$ cat config.mk
export PLATFORM = sky130hd
export DESIGN_NAME = morse_text_decoder_top
export DESIGN_NICKNAME = d
export VERILOG_FILES = /design/src/sv/mtd_pkg.sv /design/src/sv/morse_text_decoder_top.sv
export SDC_FILE = /design/constraint.sdc
export NUM_CORES = 1
export LEC_CHECK = 0
export BUFFER_PORTS_ARGS = -buffer_cell sky130_fd_sc_hd__buf_2
export CORE_ASPECT_RATIO = 0.8
export CORE_MARGIN = 4
export CORE_UTILIZATION = 35
export CTS_CLUSTER_SIZE = 28
export DETAILED_ROUTE_END_ITERATION = 8
export GPL_TIMING_DRIVEN = 1
export HOLD_SLACK_MARGIN = 0.02
export MAX_ROUTING_LAYER = met4
export PLACE_DENSITY = 0.61
export SETUP_SLACK_MARGIN = 0.5
export SYNTH_ARGS = -nofsm -noshare
export SYNTH_HDL_FRONTEND = slang
export SYNTH_SLANG_ARGS = --single-unit
$ cat constraint.sdc
create_clock -name i_clk -period 2.4 [get_ports i_clk]
set_clock_uncertainty 0.2 [all_clocks]
set_input_delay 0.6 -clock i_clk [delete_from_list [all_inputs] [get_ports i_clk]]
set_output_delay 0.6 -clock i_clk [all_outputs]
set_load 0.01 [all_outputs]
$ cat src/sv/mtd_pkg.sv
// ---------------------------------------------------------------------------
// mtd_pkg
// Shared constants and the code-to-character lookup for the Morse decoder.
// ---------------------------------------------------------------------------
`default_nettype none

package mtd_pkg;

    localparam int unsigned MAX_SYMBOLS = 7;
    localparam int unsigned KEY_W       = 8;   // sentinel bit above 7 symbols

    typedef logic [7:0]       t_byte;
    typedef logic [KEY_W-1:0] t_key;

    localparam t_byte CHAR_DOT   = 8'h2E;   // '.'
    localparam t_byte CHAR_DASH  = 8'h2D;   // '-'
    localparam t_byte CHAR_SLASH = 8'h2F;   // '/'
    localparam t_byte CHAR_SPACE = 8'h20;   // ' '
    localparam t_byte CHAR_STAR  = 8'h2A;   // '*'

    // Key layout: symbol i in bit i (1 = dash), a single 1 just above the
    // last symbol. Key zero stands for an empty or invalid pattern.
    function automatic t_byte mtd_decode_key(input t_key key);
        t_byte ch;
        begin
            unique case (key)
                8'b110:      ch = "A";
                8'b10001:    ch = "B";
                8'b10101:    ch = "C";
                8'b1001:     ch = "D";
                8'b10:       ch = "E";
                8'b10100:    ch = "F";
                8'b1011:     ch = "G";
                8'b10000:    ch = "H";
                8'b100:      ch = "I";
                8'b11110:    ch = "J";
                8'b1101:     ch = "K";
                8'b10010:    ch = "L";
                8'b111:      ch = "M";
                8'b101:      ch = "N";
                8'b1111:     ch = "O";
                8'b10110:    ch = "P";
                8'b11011:    ch = "Q";
                8'b1010:     ch = "R";
                8'b1000:     ch = "S";
                8'b11:       ch = "T";
                8'b1100:     ch = "U";
                8'b11000:    ch = "V";
                8'b1110:     ch = "W";
                8'b11001:    ch = "X";
                8'b11101:    ch = "Y";
                8'b10011:    ch = "Z";
                8'b111111:   ch = "0";
                8'b111110:   ch = "1";
                8'b111100:   ch = "2";
                8'b111000:   ch = "3";
                8'b110000:   ch = "4";
                8'b100000:   ch = "5";
                8'b100001:   ch = "6";
                8'b100011:   ch = "7";
                8'b100111:   ch = "8";
                8'b101111:   ch = "9";
                8'b1101010:  ch = ".";
                8'b1110011:  ch = ",";
                8'b1001100:  ch = "?";
                8'b1011110:  ch = 8'h27;   // apostrophe
                8'b1110101:  ch = "!";
                8'b101001:   ch = "/";
                8'b101101:   ch = "(";
                8'b1101101:  ch = ")";
                8'b100010:   ch = "&";
                8'b1000111:  ch = ":";
                8'b1010101:  ch = ";";
                8'b110001:   ch = "=";
                8'b101010:   ch = "+";
                8'b1100001:  ch = "-";
                8'b1101100:  ch = "_";
                8'b1010010:  ch = 8'h22;   // double quote
                8'b11001000: ch = "$";
                8'b1010110:  ch = "@";
                default:     ch = CHAR_STAR;
            endcase
            return ch;
        end
    endfunction

endpackage

`default_nettype wire

$ cat src/sv/morse_text_decoder_top.sv
// ---------------------------------------------------------------------------
// morse_text_decoder_top
// Builds dot/dash patterns from a text stream and emits decoded characters.
// ---------------------------------------------------------------------------
//  channel | dir | tdata                 | tlast
//  s       | in  | [7:0] in_byte         | end_of_message
//  m       | out | [7:0] out_char        | last
//
//  One input byte per cycle while o_s_tready is high. A decode passes a
//  key register, then a registered table read that loads the output
//  register, before its character appears. A space byte gives two
//  output transactions, which holds the input until the second is taken
//  only when the next decode is already waiting in the key stage.
//  Synchronous active-low reset clears the pattern and empties the pipe.
//  Output stalls back up through the key stage into o_s_tready.
// ---------------------------------------------------------------------------
`default_nettype none

module morse_text_decoder_top (
    input  wire                 i_clk,
    input  wire                 i_rst_n,
    input  wire                 i_s_tvalid,
    output logic                o_s_tready,
    input  wire mtd_pkg::t_byte i_s_tdata,   // [7:0] in_byte
    input  wire                 i_s_tlast,   // end_of_message
    output logic                o_m_tvalid,
    input  wire                 i_m_tready,
    output mtd_pkg::t_byte      o_m_tdata,   // [7:0] out_char
    output logic                o_m_tlast    // last
);
    import mtd_pkg::*;

    // pattern state
    logic [MAX_SYMBOLS-1:0] r_bits, n_bits;
    logic [2:0]             r_cnt,  n_cnt;
    logic                   r_inv,  n_inv;

    // key stage
    logic r_k_vld;
    t_key r_k_key;
    logic r_k_sp;

    // output stage
    logic  r_o_vld;
    t_byte r_o_char;
    logic  r_o_sp;
    logic  r_o_phase;   // 1 while the trailing space is shown

    logic                   s_acc, is_dot, is_dash, is_space, is_slash, do_dec;
    logic [MAX_SYMBOLS-1:0] a_bits, d_bits;
    logic [2:0]             a_cnt,  d_cnt;
    logic                   a_inv,  d_inv;
    t_key                   dec_key;
    logic                   o_done, o_load, k_adv;

    assign is_dot   = (i_s_tdata == CHAR_DOT);
    assign is_dash  = (i_s_tdata == CHAR_DASH);
    assign is_space = (i_s_tdata == CHAR_SPACE);
    assign is_slash = (i_s_tdata == CHAR_SLASH);
    assign do_dec   = is_space || is_slash || i_s_tlast;

    // append the byte to the pattern; overflow or a non-symbol byte marks it invalid
    always_comb begin
        a_bits = r_bits;
        a_cnt  = r_cnt;
        a_inv  = r_inv;
        if (is_dot || is_dash) begin
            if (r_cnt == 3'(MAX_SYMBOLS)) begin
                a_inv = 1'b1;
            end else begin
                if (is_dash) begin
                    a_bits = r_bits | (MAX_SYMBOLS'(1) << r_cnt);
                end
                a_cnt = r_cnt + 3'd1;
            end
        end else begin
            a_inv = 1'b1;
        end
    end

    // separators decode the stored pattern, other bytes the appended one
    always_comb begin
        if (is_space || is_slash) begin
            d_bits = r_bits;
            d_cnt  = r_cnt;
            d_inv  = r_inv;
        end else begin
            d_bits = a_bits;
            d_cnt  = a_cnt;
            d_inv  = a_inv;
        end
        if (d_inv || d_cnt == 3'd0) begin
            dec_key = '0;
        end else begin
            dec_key = (KEY_W'(1) << d_cnt) | KEY_W'(d_bits);
        end
    end

    assign o_done     = r_o_vld && i_m_tready && o_m_tlast;
    assign o_load     = !r_o_vld || o_done;
    assign k_adv      = r_k_vld && o_load;
    assign o_s_tready = !r_k_vld || k_adv;
    assign s_acc      = i_s_tvalid && o_s_tready;

    always_comb begin
        n_bits = r_bits;
        n_cnt  = r_cnt;
        n_inv  = r_inv;
        if (s_acc) begin
            if (do_dec) begin
                n_bits = '0;
                n_cnt  = '0;
                n_inv  = 1'b0;
            end else begin
                n_bits = a_bits;
                n_cnt  = a_cnt;
                n_inv  = a_inv;
            end
        end
    end

    always_ff @(posedge i_clk) begin
        if (!i_rst_n) begin
            r_bits <= '0;
            r_cnt  <= '0;
            r_inv  <= 1'b0;
        end else begin
            r_bits <= n_bits;
            r_cnt  <= n_cnt;
            r_inv  <= n_inv;
        end
    end

    // key stage
    always_ff @(posedge i_clk) begin
        if (!i_rst_n) begin
            r_k_vld <= 1'b0;
        end else if (o_s_tready) begin
            r_k_vld <= s_acc && do_dec;
        end
    end

    always_ff @(posedge i_clk) begin
        if (o_s_tready) begin
            r_k_key <= dec_key;
            r_k_sp  <= is_space;
        end
    end

    // output stage: registered table read, then one or two transactions
    always_ff @(posedge i_clk) begin
        if (!i_rst_n) begin
            r_o_vld   <= 1'b0;
            r_o_phase <= 1'b0;
        end else begin
            if (o_load) begin
                r_o_vld   <= r_k_vld;
                r_o_phase <= 1'b0;
            end else if (r_o_vld && i_m_tready) begin
                r_o_phase <= 1'b1;   // advance to the trailing space
            end
        end
    end

    always_ff @(posedge i_clk) begin
        if (o_load) begin
            r_o_char <= mtd_decode_key(r_k_key);
            r_o_sp   <= r_k_sp;
        end
    end

    assign o_m_tvalid = r_o_vld;
    assign o_m_tdata  = r_o_phase ? CHAR_SPACE : r_o_char;
    assign o_m_tlast  = r_o_phase || !r_o_sp;

endmodule

`default_nettype wire
==> impl_metrics.ini, run 1 <==
[clocking]
cts.sinks = 31
cts_buffers = 5
root_buffer = clkbuf_8
htree_num_levels = 2
clk_pin_slew_worst_paths_ps = 70
clk_path_buf_depth = 2
insertion_delay_ps = 290
cts_hold_buf = 0
cts_tree = built

[setup_path]
worstSetupStartpointType = flop
crit_fanout = 7
path_delay_family = compound AO/OA/AOI/OAI gates
reg2reg_setup_slack_ps = 260
critical_path_depth = 7
max_stage_delay_ps = 470
worstRegToRegCells = 7
r2r_end = r_o_char[2]
arrival_ps = 1960
cpMaxStageDelayCell = edfxtp_1
crit_buf_inv = 1
worstPathCellList = buf_6 > ha_4 > mux2i_1 > o22a_1 > a21oi_2 > a221oi_2 > a211oi_2
worstSetupPathType = flop to flop
endpoint_kind = flop
r2r-start = r_k_key[1]
crit_required_ps = 2220

[layout]
final_area_sq_um = 3660
fillers = 618
diodes = 0
finalNetCount = 389
syn2layout_area_growth_pct = 44.4
drive_gt1_frac = 0.410

[logic_synthesis]
synth.yosys.warnings = 0
yosysUniqueCellTypes = 64
synthTopCellsByCount = a21oi_1, nor2_1, nand2_1, edfxtp_1, nand3_1
synth.area.top_cells = edfxtp_1, dfxtp_1, a21oi_1
synth_area_leader_cell = edfxtp_1
syn_inst = 312
yosys_register_bits = 31
syn_area_per_cell_sq_um = 8.13
synth_edf_count = 17
synth_top_area_frac = 0.201
syn-num-nets = 336
synth_flop_cell = edfxtp_1
ys_seq_area_frac = 0.312
synth.most_common_cell = a21oi_1
async_reset_ff_frac = 0
synth_area_sq_um = 2540

[detailed_routing]
antenna_left = 0
first_pass_iters = 5
drt-initial-drc-count = 280
drc = 0
drt-total-wl_mm = 7.80
wl_per_cell_um = 17.2
via_per_inst = 5.84
vias = 2645

[placed_design]
place.gp.congestion = 0.897
hpwl_mm = 4.97
place_area_sq_um = 2920
port_buffers = 22

[floorplan]
design.core.area_sq_um = 6960
die_y_um = 84.1
die-area_sq_um = 8680
start_util = 0.364
ios = 24
die_w_um = 103
num_rows = 27

[outcome]
outcome = finished clean

[worst_hold_path]
worstHoldEndpoint = r_o_sp
min_path_type = flop to flop
hold_depth = 0
hp-start = r_k_sp

[power]
leakage_uw = 0.00130
irDropWorstVdd_mv = 0.183
pwr_density_cell_nw_per_um2 = 326
power_uw = 1190

[global_route]
grt_pass1_vias = 2481
antenna_found_initial = 0
grt_max_degree = 37
grt_overflow = 0
grt_pass1_wl_mm = 12.6
grt_use_total = 0.186

[sta]
fin_crit_sh = 0.891
post-route-min-period_ps = 2140
max_slew_margin = 0.621
drv_slew = 0
rsz0062_at_grt = yes
setup_viol = 0
worst_slew_pin_slew_ps = 568
hold_viol = 0
max_clock_freq_mhz = 467

[run]
max_cap_viol_count = 0
[layout make-up]
cell class,count,area (sq um),share of cell area
Multi-Input combinational cell,248,1960,0.535
Sequential cell,31,797,0.218
Timing Repair Buffer,71,651,0.178
Tap cell,87,109,0.0297
Clock buffer,5,68.8,0.0188
Clock inverter,3,38.8,0.0106
Inverter,8,37.5,0.0103
[kinds of logic (layout without fill, tap and decap cells)]
group	count (synthesis)	after routing	share of synthesized area
and+or+nand+nor	127	127	0.277
muxes	7	7	0.0281
DFF	31	31	0.312
other	1	1	0.00148
buffers and inverters	33	87	0.0557
adders and majority gates	11	11	0.0543
AOI/OAI and AO/OA	97	97	0.254
xor gates and xnor gates	5	5	0.0173
[sequential cells by signal, indices dropped and copies added, names as in the netlist, 3 cells and up]
register  cells
r_bits        7
r_k_key       8
r_cnt         3
r_o_char      7
[routing by layer]
metal  vias to the layer above  share of wire  global-route usage
met4                         0          0.012              0.0435
met5                         -              0                   -
met3                        12          0.074              0.0482
met2                       122           0.46               0.281
met1                      1247           0.45               0.250
li1                       1264              -                   -
[worst max path at each step]
| stage | from | to |
|---|---|---|
| 2_1_floorplan | i_s_tdata[4] | r_k_key[6] |
| 3_3_place_gp | i_s_tdata[4] | r_k_key[6] |
| 3_5_place_dp | i_s_tdata[4] | r_k_key[1] |
| 4_1_cts | i_s_tdata[6] | r_k_key[1] |
| 5_1_grt | r_k_key[0] | r_o_char[2] |
| 6_report | r_k_key[1] | r_o_char[2] |
[stage by stage]
stage / std cells / hold WS (ps) / TNS, ps / setup slack, ps / utilization
after floorplan: 312 / 200 / 0 / 218 / -
after global placement: 411 / 201 / 0 / 40.9 / 0.420
after detailed placement: 411 / 226 / -65.1 / -65.1 / 0.420
after CTS: 445 / 242 / 0 / 310 / 0.506
after global routing: 453 / 266 / 0 / 179 / 0.526
final: 453 / 237 / 0 / 260 / 0.526
[cell usage in the layout (no fill, tap or decap), drive strengths merged, types with 6 or more instances in the layout]
cell / n
a31oi: 11
inv: 8
o21ai: 12
buf: 71
nand2b: 9
nand3: 15
mux2i: 6
nand2: 25
a211oi: 7
a21oi: 34
ha: 11
nor2b: 9
edfxtp: 17
nor2: 33
dfxtp: 14
[power by group]
group | total (uW) | internal (uW) | switching [uW]
clock | 503 | 304 | 200
combinational | 119 | 55.6 | 63.5
sequential | 569 | 564 | 5.74
total | 1190 | 923 | 269
[what timing repair did]
item / in CTS / in global routing
buffers inserted: 24 / 8
resized for setup: 51 / 19
pin swaps: 32 / 15
gates cloned: 2 / 0
endpoints found under the setup margin: 29 / 29
(Power assumes the default switching activity.)
==> inputs of run 2 (changes only) <==
--- a/config.mk
+++ b/config.mk
@@ -6,9 +6,9 @@
 export NUM_CORES = 1
 export LEC_CHECK = 0
 export BUFFER_PORTS_ARGS = -buffer_cell sky130_fd_sc_hd__buf_2
-export CORE_ASPECT_RATIO = 0.8
 export CORE_MARGIN = 4
 export CORE_UTILIZATION = 35
+export CTS_BUF_LIST = sky130_fd_sc_hd__clkbuf_4 sky130_fd_sc_hd__clkbuf_8 sky130_fd_sc_hd__clkbuf_16
 export CTS_CLUSTER_SIZE = 28
 export DETAILED_ROUTE_END_ITERATION = 8
 export GPL_TIMING_DRIVEN = 1
==> run 2 against run 1 <==
  * Cell area fell by 6.0%
  * Via count fell by 3.4%
  * Worst hold slack got worse by 13 ps
  * Highest routed layer unchanged
  * Register-to-register slack improved by 40 ps
  * Sequential share of layout area rose by 1.5 points
==> impl_metrics.ini, run 2 (synthesis gave the netlist of run 1 again) <==
[sta]
setup_viol = 0
whs_ps = 224
max_slew_margin = 0.615
hold_viol = 0
post-route-min-period_ps = 2170
fin_crit_sh = 0.904
worst_slew_pin_slew_ps = 578
max_clock_freq_mhz = 461
rsz0062_at_grt = yes
drv_slew = 0
setup_tns_ps = 0

[floorplan]
ios = 24
die_y_um = 93.1
start_util = 0.367
die-area_sq_um = 8670
design.core.area_sq_um = 6910
die_w_um = 93.1
num_rows = 30

[clocking]
insertion_delay_ps = 280
cts_buffers = 5
root_buffer = clkbuf_8
clk_pin_slew_worst_paths_ps = 60
cts_hold_buf = 0
cts_tree = built
cts.sinks = 31
htree_num_levels = 2
clk_path_buf_depth = 2

[detailed_routing]
antenna_left = 0
first_pass_iters = 4
via_per_inst = 5.74
vias = 2556
drt-initial-drc-count = 155
wl_per_cell_um = 16.6
drc = 0
drt-total-wl_mm = 7.38

[layout]
multi_input_area_sq_um = 1940
syn2layout_area_growth_pct = 35.7
area.sequential_sq_um = 800
fillers = 672
finish.utilization = 0.498
final_area_sq_um = 3440
layout_common_cells = a21oi_1, nor2_1, buf_4, nand2_1, buf_2
largest_reg_flops = 8
drive_gt1_frac = 0.370
regMostFlops = r_k_key
diodes = 0
finalNetCount = 372
top_regs = r_k_key (8), r_bits (7), r_o_char (7)

[setup_path]
cpMaxStageDelayCell = or4b_4
worstRegToRegCells = 7
crit_fanout = 4
worstSetupPathType = primary input to flop
worstPathCellList = buf_8 > or4b_4 > nor4b_4 > buf_4 > a21oi_1 > a31oi_1
max_stage_delay_ps = 600
endpoint_kind = flop
r2r-start = r_k_key[1]
reg2reg_setup_slack_ps = 300
worstSetupStartpointType = primary input
cp-endpoint = r_k_key[4]
crit_required_ps = 2310
r2r_end = r_o_char[2]
arrival_ps = 2080
startpoint = i_s_tdata[6]

[outcome]
outcome = finished clean

[power]
pwr_density_cell_nw_per_um2 = 350
leakage_uw = 0.00119
power_uw = 1210
irDropWorstVdd_mv = 0.254

[global_route]
grt_overflow = 0
grt_use_total = 0.168
grt_pass1_wl_mm = 11.7
grt_max_degree = 39
grt_pass1_vias = 2444
antenna_found_initial = 0

[placed_design]
port_buffers = 22
hpwl_mm = 4.73
place_area_sq_um = 2920
place.gp.congestion = 0.881

[worst_hold_path]
min_path_type = flop to flop
hp-start = r_k_sp

[run]
max_cap_viol_count = 0
run 2: cell count changes in the layout (fill, tap and decap cells not counted), moves of 2 or more:
cell      before  now
buf_6         12    7
o21ai_2        0    2
a21oi_1       25   27
buf_4         33   23
nand2b_1       5    7
buf_12         7    3
buf_2         17   20
nor2_1        25   27
o21ai_4        2    0
run 2: what timing repair did:
action | in CTS | in global routing
buffers inserted | 14 | 4
endpoints found under the setup margin | 27 | 28
pin swaps | 17 | 22
gates resized for setup | 23 | 29
run 2: layout make-up:
cell class	count	share of cell area
Clock buffer	6	0.0240
Clock inverter	2	0.0102
Inverter	8	0.0109
Multi-Input combinational cell	248	0.564
Sequential cell	31	0.232
Tap cell	96	0.0349
Timing Repair Buffer	54	0.124
run 2: worst min path at each step:
| stage | end | slack, ps | cells after the start |
|---|---|---|---|
| 2_1_floorplan | r_o_sp | 200 | 0 |
| 3_3_place_gp | r_o_sp | 200 | 0 |
| 3_5_place_dp | r_o_sp | 210 | 0 |
| 4_1_cts | r_o_sp | 230 | 0 |
| 5_1_grt | r_o_sp | 240 | 0 |
| 6_report | r_o_sp | 220 | 0 |
run 2: critical path: cells and delay by family:
family,cells,cell delay [ps]
AND/OR/NAND/NOR,2,930
AO/OA/AOI/OAI,2,270
buffers and inverters,2,290
run 2: per-stage QoR:
| step | std cells | setup WS (ps) |
|---|---|---|
| final | 445 | 231 |
| after global routing | 445 | 189 |
| after CTS | 441 | 306 |
| after detailed placement | 419 | -19.6 |
| after global placement | 419 | 42.2 |
| after floorplan | 312 | 218 |
run 2: metal layers:
metal | GRT usage | vias to the layer above | share of wire
met3 | 0.0265 | 15 | 0.051
met5 | - | - | 0
met1 | 0.206 | 1218 | 0.42
met2 | 0.284 | 101 | 0.51
li1 | - | 1222 | -
met4 | 0.0537 | 0 | 0.015
run 2: report_power, final:
group	internal, uW	switching (uW)	total (uW)
combinational	47.0	59.4	106
clock	336	196	532
sequential	563	5.53	568
total	945	261	1210
==> inputs of run 3 (changes only) <==
==> constraint.sdc (replaced) <==
create_clock -name i_clk -period 2.4 [get_ports i_clk]
set_clock_uncertainty 0.2 [all_clocks]
set_input_delay 0.6 -clock i_clk [delete_from_list [all_inputs] [get_ports i_clk]]
set_output_delay 0.6 -clock i_clk [all_outputs]
set_load 0.1 [all_outputs]
==> run 3 against run 2 <==
  * Sequential share of layout area is 1.1 points lower
  * First-iteration DRC count is 4.5% lower
  * Flip-flop and latch count stayed put
  * Via count fell by 0.16%
  * Combinational power rose by 59%
  * Power up 1.2%
  * Global-route usage decreased by 0.65 points
  * Sequential power hardly changed
  * Clock-buffer cell count grew 1
  * Cell area is 4.9% higher
  * Largest cell class unchanged
  * Non-clock buffer count grew 11
  * Routed wire length barely moved
==> impl_metrics.ini, run 3 (synthesis gave the netlist of run 1 again) <==
[outcome]
outcome = finished clean

[clocking]
cts_hold_buf = 0
clk_path_buf_depth = 2
root_buffer = clkbuf_8
cts_buffers = 5
cts.sinks = 31
cts_tree = built
insertion_delay_ps = 280
clk_pin_slew_worst_paths_ps = 70
htree_num_levels = 2

[layout]
final_area_sq_um = 3610
top_regs = r_k_key (8), r_bits (7), r_o_char (7)
drive_gt1_frac = 0.411
regMostFlops = r_k_key
largest_reg_flops = 8
syn2layout_area_growth_pct = 42.4
layout_common_cells = buf_4, nor2_1, nand2_1, a21oi_1, edfxtp_1
final_common_cell = buf_4
finalNetCount = 383
finish.utilization = 0.523
diodes = 0

[power]
power_uw = 1220
clkPwrFrac = 0.395
p_sw_frac = 0.248
pwr_density_cell_nw_per_um2 = 338
cellInternalPower_uw = 918
irDropWorstVdd_mv = 0.223
combPwrFrac = 0.138
p_sw_uw = 303
leakage_uw = 0.00131
p_seq_frac = 0.467

[setup_path]
worstPathCellList = clkinvlp_4 > ha_4 > buf_4 > nor2_1 > nor4_1 > nor4_1 > a21oi_1
reg2reg_setup_slack_ps = 260
crit_required_ps = 2300
worstSetupStartpointType = flop
crit_top_cell = nor4_1
max_stage_delay_ps = 410
cpMaxStageDelayCell = edfxtp_1
r2r-start = r_k_key[1]
r2r_end = r_o_char[3]
worstSetupPathType = flop to flop
crit_buf_inv = 2
worstRegToRegCells = 7
endpoint_kind = flop
arrival_ps = 2040
path_delay_family = simple AND/OR/NAND/NOR gates
crit_fanout = 5

[placed_design]
port_buffers = 22
hpwl_mm = 4.65
place.gp.congestion = 0.871
place_area_sq_um = 3000

[worst_hold_path]
hold_depth = 0
hp-start = r_k_sp
min_path_type = flop to flop
worstHoldEndpoint = r_o_sp

[global_route]
grt_pass1_vias = 2403
grt_use_total = 0.162
grt_max_degree = 39
grt_overflow = 0
antenna_found_initial = 0
grt_pass1_wl_mm = 11.2

[sta]
whs_ps = 227
post-route-min-period_ps = 2140
setup_tns_ps = 0
drv_slew = 0
rsz0062_at_grt = yes
max_clock_freq_mhz = 468
fin_crit_sh = 0.891
hold_viol = 0
setup_viol = 0
worst_slew_pin_slew_ps = 575
max_slew_margin = 0.617

[detailed_routing]
via_per_inst = 5.60
vias = 2552
drc = 0
wl_per_cell_um = 16.2
first_pass_iters = 4
antenna_left = 0
drt-total-wl_mm = 7.39
drt-initial-drc-count = 148

[floorplan]
ios = 24
design.core.area_sq_um = 6910
start_util = 0.367
die_y_um = 93.1
num_rows = 30
die_w_um = 93.1
die-area_sq_um = 8670

[run]
max_cap_viol_count = 0
## run 3: changes by cell type in the layout (fill, tap and decap cells not counted), sizes merged
cell / previous run / this run
buf: 54 / 63
bufinv: 1 / 0
clkbuf: 6 / 9
clkinvlp: 0 / 1
inv: 8 / 7
## run 3: how the worst max path moves through the flow
stage / start / endpoint / slack, ps / cells after the start
4_1_cts: r_k_key[1] / r_o_char[2] / 320 / 7
3_5_place_dp: i_s_tdata[4] / r_k_key[4] / 7 / 6
2_1_floorplan: i_s_tdata[4] / r_k_key[6] / 220 / 5
5_1_grt: r_k_key[1] / r_o_char[3] / 120 / 7
6_report: r_k_key[1] / r_o_char[3] / 260 / 7
3_3_place_gp: i_s_tdata[4] / r_k_key[6] / 40 / 6
## run 3: layout make-up
class	count	area (sq um)
Clock buffer	7	108
Fill cell	615	3290
Timing Repair Buffer	65	589
Tap cell	96	120
Sequential cell	31	798
Clock inverter	1	5.00
Inverter	8	36.3
Multi-Input combinational cell	248	1960
## run 3: stage by stage
step           std cells  setup slack [ps]
2_1_floorplan        312               218
3_3_place_gp         421              42.5
3_5_place_dp         421              6.69
4_1_cts              438               319
5_1_grt              456               123
6_report             456               262
## run 3: timing repair
action,4_1_cts,5_1_grt
hold endpoints to repair,0,0
resized for setup,34,33
pin swaps,9,22
buffers inserted,9,16
setup endpoints to repair,32,27
cloned,0,2
## run 3: per-layer routing
metal  GRT usage  share of wire  vias to the layer above
li1            -              -                     1245
met1       0.203           0.41                     1173
met2       0.266           0.51                      105
met3      0.0274          0.057                       29
met4      0.0525          0.024                        0
met5           -              0                        -
## run 3: power groups by stage
stage               clock network [uW]  logic [uW]  registers [uW]
global route                       524         178             571
CTS                                498         156             569
detailed placement                   0         140             581
global placement                     0         140             581
finish                             482         169             570
floorplan                            0         102             584
## run 3: worst register-to-register path, cell delays in order, from the launching register on
cell	delay, ps
edfxtp_1	410
clkinvlp_4	230
ha_4	350
buf_4	110
nor2_1	50
nor4_1	290
nor4_1	90
a21oi_1	250
